[config.mk]
export PLATFORM = sky130hd
export DESIGN_NAME = kthmh_cell
export DESIGN_NICKNAME = d
export VERILOG_FILES = /design/src/rtl/core/kthmh_pkg.sv /design/src/rtl/core/kthmh_cell.sv
export SDC_FILE = /design/constraint.sdc
export NUM_CORES = 1
export LEC_CHECK = 0
export BUFFER_PORTS_ARGS = -buffer_cell sky130_fd_sc_hd__buf_2
export CORE_AREA = 2 2 99 101
export CTS_BUF_LIST = sky130_fd_sc_hd__clkbuf_16
export CTS_CLUSTER_DIAMETER = 200
export DETAILED_ROUTE_END_ITERATION = 10
export DIE_AREA = 0 0 101 103
export GPL_TIMING_DRIVEN = 0
export SLEW_MARGIN = 20
export SYNTH_ARGS = -nofsm -noshare
export SYNTH_HDL_FRONTEND = slang
export SYNTH_SLANG_ARGS = --single-unit
export TNS_END_PERCENT = 1
[constraint.sdc]
create_clock -name clk -period 5.65 [get_ports clk]
set_input_delay 0.2825 -clock clk [delete_from_list [all_inputs] [get_ports clk]]
set_output_delay 0.2825 -clock clk [all_outputs]
set_load 0.05 [all_outputs]
[src/rtl/core/kthmh_pkg.sv]
// Package: types, constants and codes for the k-th smallest selection unit.
package kthmh_pkg;

  localparam int DEF_CAPACITY = 1024;
  localparam int VALUE_W      = 32;
  localparam int RANK_W       = 11;
  localparam int STATUS_W     = 2;

  localparam logic [STATUS_W-1:0] STATUS_OK    = 2'd0;
  localparam logic [STATUS_W-1:0] STATUS_RANGE = 2'd1;
  localparam logic [STATUS_W-1:0] STATUS_EMPTY = 2'd2;

  typedef struct packed {
    logic signed [VALUE_W-1:0] value;
    logic [RANK_W-1:0]         rank;
    logic                      last;
  } cmd_t;

  typedef struct packed {
    logic signed [VALUE_W-1:0] kth_value;
    logic [STATUS_W-1:0]       status;
    logic                      overflowed;
  } result_t;

  typedef struct packed {
    logic insert;
    logic shift;
  } cell_ctrl_t;

  typedef enum logic [1:0] {
    S_LOAD   = 2'b01,
    S_SELECT = 2'b10
  } state_t;

endpackage

[src/rtl/core/kthmh_cell.sv]
// One cell of the sorted chain: holds one value, inserts in order, shifts toward the head.
module kthmh_cell #(
  parameter int CNT_W = 11,
  parameter int IDX   = 0
) (
  input  logic                                   clk,
  input  kthmh_pkg::cell_ctrl_t                  ctrl,
  input  logic [CNT_W-1:0]                       count,
  input  logic signed [kthmh_pkg::VALUE_W-1:0]   din,
  input  logic signed [kthmh_pkg::VALUE_W-1:0]   prev_val,
  input  logic                                   prev_lt,
  input  logic signed [kthmh_pkg::VALUE_W-1:0]   next_val,
  output logic signed [kthmh_pkg::VALUE_W-1:0]   val,
  output logic                                   lt
);

  logic occupied;

  assign occupied = (count > CNT_W'(IDX));
  assign lt       = !occupied || (din < val);

  always_ff @(posedge clk) begin
    if (ctrl.insert && lt) begin
      val <= prev_lt ? prev_val : din;
    end else if (ctrl.shift) begin
      val <= next_val;
    end
  end

endmodule
# Yosys cells after proc, flatten, opt, wreduce, memory -nomap -nowiden
# Index checks and enable logic that the tools add are counted.
[op_classes] add_sub_neg=0 mul=0 div=0 n_lt_le_gt_ge=2 n_eq_ne=0 shifts=0 n_mux=3 bitwise=0 n_reduce_logical=4
[op_table] op="32-bit 2-to-1 mux" n=3
[op_table] op="32-bit less-than comparator" n=1
[op_table] op="11-bit by 1-bit > comparator with 1-bit output (second input constant)" n=1
[op_table] op="2-bit nonzero test" n=1
[op_table] op="1-bit logical AND" n=1
[op_table] op="1-bit logical NOT" n=1
[op_table] op="1-bit logical OR" n=1
[totals] regBits=32 latch_bits=0 ramBits=0 rom_bits=0 input_bits=111 output_inout_bits=33 wordCells=10 memories=0

# Longest topological paths before layout
# Gate-level depths: netlist of the first run.
[depth] depth_word=5 ltp_mapped=10 depth_no_buf=8

# Worst setup path before layout of the first run
# No wires, ideal clock.
[synth_path] kind="reg2reg" startpoint="register val[13] in the netlist's numbering" endpoint="register val[0] in the netlist's numbering, enable pin" setup_ns=0.390 arrival_time_ns=3.095 t_required_ns=5.260 setup_slack_ns=2.164 path_stages_with_launch=11 path_buffers=2 synth_period_minus_slack_ns=3.486 path_cell_list="edfxtp_1 inv_1 ha_1 a21o_1 a21o_1 a221o_1 a22oi_1 a311o_1 buf_6 buf_12 or2_1"
[synth_between] elab_chain_len=4
[synth_lines] element="from (decl)" line_no="kthmh_cell.sv:13" rtl="output logic signed [kthmh_pkg::VALUE_W-1:0] val,"
[synth_lines] element="from (signal assigned)" line_no="kthmh_cell.sv:24" rtl="val <= prev_lt ? prev_val : din;"
[synth_lines] element="from (signal assigned)" line_no="kthmh_cell.sv:26" rtl="val <= next_val;"
[synth_lines] element="32-bit less-than comparator" line_no="kthmh_cell.sv:20" rtl="assign lt = !occupied || (din < val);"
[synth_lines] element="1-bit logical OR" line_no="kthmh_cell.sv:20"
[synth_lines] element="1-bit logical AND" line_no="kthmh_cell.sv:23" rtl="if (ctrl.insert && lt) begin"
[synth_lines] element="2-bit nonzero test (no line)"
# No other way between the ends.
# A chain may end at the register's enable or synchronous reset.

# Final worst setup path of the first run
[layout_path] startpoint="register val[31] in the netlist's numbering" endpoint="register val[9] in the netlist's numbering, enable pin"
# Same word-level chain as after synthesis.

==> results.cfg, run 1 <==
[yosys]
yosysTopAreaCellShare_pct = 34.9
synth_seq_area_share_pct = 34.9
synthArstFlopShare_pct = 0
netlist_area_um2 = 2750
synth_top_family_by_area = multiplexers
synth_mux_area_share_pct = 30.2
syn_avg_cell_area_um2 = 12.1
synth_edf_count = 32
yosysTopAreaCell = edfxtp_1
synth-compound-area-share_pct = 6.37
synthFlopType = edfxtp_1
ys_ff_latch = 32
synth-simple-area-share_pct = 6.82
synth_most_common_cell = mux2_2
yosys.area_share.adder_pct = 14.1
ys_top_cells_by_area = edfxtp_1 35%, mux2_4 16%, mux2_2 14%
synth_fp_nets = 370
synth_xor_area_share_pct = 0
yosys_warnings = 0
synth_commonest_cells = 35 x mux2_2, 33 x inv_1, 32 x edfxtp_1
syn_inst = 228
yosys.cell_types.count = 35

[route]
met2_length_um = 3670
route.final.wire_length_um = 7330
num_vias = 2275
wl_met3_um = 449
antenna_left = 0
drc = 0
wl_met1_um = 3120
via_per_inst = 4.61
drt_iter0_drc = 43
highest_layer = met4
drt_pass1_iterations = 4
wire_per_inst_um = 14.9

[critical_path]
endpoint_kind = register
r2r_start = val[31]
cp-startpoint = val[31]
crit_path_start_kind = register
arrival_ns = 3.35
worstPathMaxFanout = 21
worstPathRequired_ns = 5.68
critPathSlowestCell = or2_2
crit_top_cell = buf_12
crit_type = reg -> reg
crit_buf_inv = 4
cp_cell_sequence = inv_1 -> ha_1 -> nand4_2 -> nor4_2 -> and3_1 -> a22oi_1 -> a311o_1 -> buf_6 -> buf_12 -> or2_2 -> buf_12
cp_top_family = simple AND/OR/NAND/NOR gates
crit_path_max_incr_delay_ns = 0.44

[floorplanning]
rows = 36
start_util_pct = 29.1
die_h_um = 103
core_area_um2 = 9460
io-pin-count = 144
die_area_um2 = 10400
fp.dieW_um = 101

[global_routing]
grt_util_all_layers_pct = 14.1
grt_remaining_overflow = 0
grt_pass1_wl_um = 11200
grt_max_degree = 22
antenna_found_initial = 0
grt_pass1_vias = 2290

[power]
pwr-share-seq_pct = 27.4
p_comb_share_pct = 48.7
pwr_density_cell_nw_per_um2 = 342
peakVddDrop_mv = 0.121
p_int_mw = 0.788
p_sw_mw = 0.506
finalPower_mw = 1.29
sw_frac_of_total_pct = 39.1
p_leak_nw = 1.89
p_clk_share_pct = 23.9

[final_layout]
registers.top_by_ff_count = val
antenna_cells = 0
layout-drive-gt1-share_pct = 58.3
nNetsFinal = 520
fill_cells = 953
stdcell_area_um2 = 3790
syn_to_final_growth_pct = 37.7
finalNonFillerCells = 493
largest_reg_flops = 32
reg_top3 = val x32

[placement]
place.gp.congestion = 0.753
pre_cts_ws_ns = 2.26
placed_area_um2 = 3620
dp_cells = 485
dp_hpwl_um = 6010
port_buffers = 142

[sta]
setup_viol = 0
period_needed_ns = 3.32
setup_slack_ns = 2.33
finalMaxSlewViolations = 0
rsz0062_at_grt = no
fin_crit_sh_pct = 58.7
slew_headroom_pct = 56.4
clock_skew_ns = 0.00658
tightest_slew_ns = 0.653
setup_tns_ns = 0
max_freq_mhz = 301
finalHoldViolations = 0

[clocking]
cts_tree = built
cts_resized = 0
cts_sinks = 32
h-tree-depth = 2
cts_buffers = 5
cts-root-buf = clkbuf_16
cts_buffer_depth = 2
clock_latency_ns = 0.28
clk_pin_slew_ns = 0.06
cts_setup_buffers = 0
cts_hold_buffers = 0

[min_path]
hp-start = next_val[6]
hold_class = in -> reg

[flow_run]
cap_violations = 0

[run_status]
status = complete, no violations
[logic make-up after synthesis]
kind of cell	count (synthesis)
compound gates	27
fa+ha+maj	31
buf+inv	41
flops	32
mux	64
simple gates	33
[area by class of cell]
type,count,area (µm²),area share (%)
Clock buffer,5,125,3.30
Multi-Input combinational cell,155,1580,41.7
Sequential cell,32,961,25.4
Tap cell,114,143,3.76
Inverter,33,124,3.27
Buffer,8,86.3,2.28
Timing Repair Buffer,143,731,19.3
Clock inverter,3,38.8,1.02
[power groups by stage]
stage	Sequential, mW	Combinational, mW	Clock [mW]
final	0.355	0.630	0.309
after global routing	0.363	0.682	0.327
after CTS	0.356	0.640	0.321
after detailed placement	0.361	0.637	0
after global placement	0.361	0.618	0
after floorplan	0.535	0.299	0
[worst paths after layout]
path | endpoint | depth (start not counted) | slack, ns
worst min-delay path | val[6] | 2 | 0.30
worst max register to register | val[9] | 11 | 2.33
worst max-delay path | val[9] | 11 | 2.33
worst min register to register | val[0] | 6 | 1.45
[layer usage]
| layer | vias up | GRT usage (%) |
|---|---|---|
| met3 | 9 | 3.53 |
| met5 | - | 0 |
| met1 | 1046 | 17.2 |
| met4 | 0 | 3.33 |
| met2 | 78 | 25.2 |
| li1 | 1142 | - |
[cell usage in the layout, fill, tap and decap left out, types with 5 or more instances in the layout]
master     Yosys  final
a21oi_1       11     11
buf_2          0    142
clkbuf_16      0      5
edfxtp_1      32     32
ha_1          31     31
inv_1         33     34
mux2_2        35     35
mux2_4        29     29
nand2_1        9      9
[worst register-to-register path, stage by stage (launching register included)]
cell and delay, ns:
edfxtp_1 0.35, inv_1 0.05, ha_1 0.37, nand4_2 0.19, nor4_2 0.41, and3_1 0.20
a22oi_1 0.13, a311o_1 0.37, buf_6 0.15, buf_12 0.15, or2_2 0.44, buf_12 0.23
[metrics by stage]
stage | hold slack, ns | util (%)
floorplan | 0.500 | -
global placement | 0.582 | 38.1
detailed placement | 0.586 | 38.3
CTS | 0.293 | 40.1
global route | 0.300 | 40.1
finish | 0.302 | 40.1
No activity file was read; power rests on OpenSTA's default activity.
==> run 2, diff against run 1 <==
==> constraint.sdc (replaced) <==
create_clock -name clk -period 2.92 [get_ports clk]
set_input_delay 0.146 -clock clk [delete_from_list [all_inputs] [get_ports clk]]
set_output_delay 0.146 -clock clk [all_outputs]
set_load 0.05 [all_outputs]
==> run 2 against run 1 <==
Power up 89%. Die area unchanged. Non-clock buffer count up 2. Design area up 2.0%. Critical endpoint is now val[4]. Maximum frequency up 19%. Critical path type unchanged. Highest routed layer unchanged. Setup slack worse by 2.2 ns. Combinational power up 100%. Register-to-register slack worse by 2.2 ns.
==> results.cfg, run 2 (synthesized netlist as in run 1, its figures left out) <==
[floorplanning]
die_h_um = 103
io-pin-count = 144
start_util_pct = 29.1
rows = 36
fp.dieW_um = 101
core_area_um2 = 9460
die_area_um2 = 10400

[sta]
slew_headroom_pct = 58.1
tightest_slew_ns = 0.629
finalHoldViolations = 0
period_needed_ns = 2.78
setup_viol = 0
max_freq_mhz = 360
hold_slack_ns = 0.169
clock_skew_ns = 0.00608
finalMaxSlewViolations = 0
fin_crit_sh_pct = 95.1
rsz0062_at_grt = no

[final_layout]
syn_to_final_growth_pct = 40.4
mostFrequentLayoutCell = buf_2
largest_reg_flops = 32
stdcell_area_um2 = 3860
registers.top_by_ff_count = val
antenna_cells = 0
layout_common_cells = 142 x buf_2, 35 x mux2_2, 32 x inv_1, 32 x edfxtp_1, 29 x mux2_4
reg_top3 = val x32
layout-drive-gt1-share_pct = 60.6
nNetsFinal = 525
fill_cells = 945

[global_routing]
antenna_found_initial = 0
grt_util_all_layers_pct = 13.4
grt_pass1_wl_um = 10600
grt_pass1_vias = 2256
grt_max_degree = 17
grt_remaining_overflow = 0

[clocking]
cts_tree = built
cts_hold_buffers = 0
cts_buffers = 5
h-tree-depth = 2
clk_pin_slew_ns = 0.05
cts_sinks = 32
clock_latency_ns = 0.27
cts-root-buf = clkbuf_16
cts_buffer_depth = 2

[critical_path]
endpoint_kind = register
crit_path_start_kind = register
worstPathRequired_ns = 2.93
crit_path_max_incr_delay_ns = 0.38
critPathSlowestCell = nor4_4
crit_type = reg -> reg
worstPathMaxFanout = 13
cp_top_family = simple AND/OR/NAND/NOR gates
cp_cell_sequence = inv_1 -> ha_4 -> nand4_4 -> nor4_4 -> and3_1 -> a22oi_2 -> a311o_1 -> buf_6 -> buf_12 -> or2_4
arrival_ns = 2.79
crit_buf_inv = 3

[route]
num_vias = 2326
antenna_left = 0
drt_pass1_iterations = 4
drt_iter0_drc = 41
wire_per_inst_um = 14.7
drc = 0
via_per_inst = 4.68
route.final.wire_length_um = 7310

[run_status]
status = complete, no violations

[placement]
dp_hpwl_um = 5740
port_buffers = 142
place.gp.congestion = 0.760
placed_area_um2 = 3640

[flow_run]
cap_violations = 0

[min_path]
hold_class = in -> reg

[power]
peakVddDrop_mv = 0.255
pwr_density_cell_nw_per_um2 = 632
finalPower_mw = 2.44
p_leak_nw = 1.91
[run 2: timing repair]
item | in CTS | in global routing
cloned | 1 | 2
pin swaps | 1 | 6
endpoints found under the setup margin | 32 | 61
setup buffers | 0 | 3
resized for setup | 2 | 6
[run 2: worst paths after layout]
kind | start | end | slack [ns] | cells after the start
setup reg to reg | val[30] | val[4] | 0.14 | 10
setup / recovery | val[30] | val[4] | 0.14 | 10
hold reg to reg | val[31] | val[31] | 1.37 | 6
hold / removal | next_val[11] | val[11] | 0.17 | 2
[run 2: report_power, final]
group	switching, mW	internal (mW)	total, mW
sequential	0.0457	0.643	0.689
combinational	0.751	0.512	1.26
clock	0.183	0.306	0.489
total	0.980	1.46	2.44
[run 2: cell type report]
type	instances	area (µm²)	share of cell area, %
buffer	8	86.3	2.23
clock inverter	2	8.76	0.227
clock buffer	5	125	3.24
sequential	32	961	24.9
tap	114	143	3.69
timing repair buffer	145	733	19.0
inverter	33	124	3.21
multi-input combinational	158	1680	43.6
[run 2: metrics by stage]
step	util [%]	std cells	setup WS (ns)	TNS, ns
4_1_cts	40.1	492	0.00538	0
5_1_grt	40.8	497	0.00173	0
2_1_floorplan	-	228	-0.0685	-2.19
6_report	40.8	497	0.144	0
3_5_place_dp	38.5	484	-0.157	-4.92
3_3_place_gp	38.5	484	-0.146	-4.58
[run 2: layer usage]
metal | vias to the layer above | routed length, µm | track usage, %
met1 | 1075 | 3060 | 15.6
met2 | 93 | 3720 | 24.8
li1 | 1156 | - | -
met3 | 2 | 499 | 3.32
met5 | - | 0 | 0
met4 | 0 | 24 | 2.91
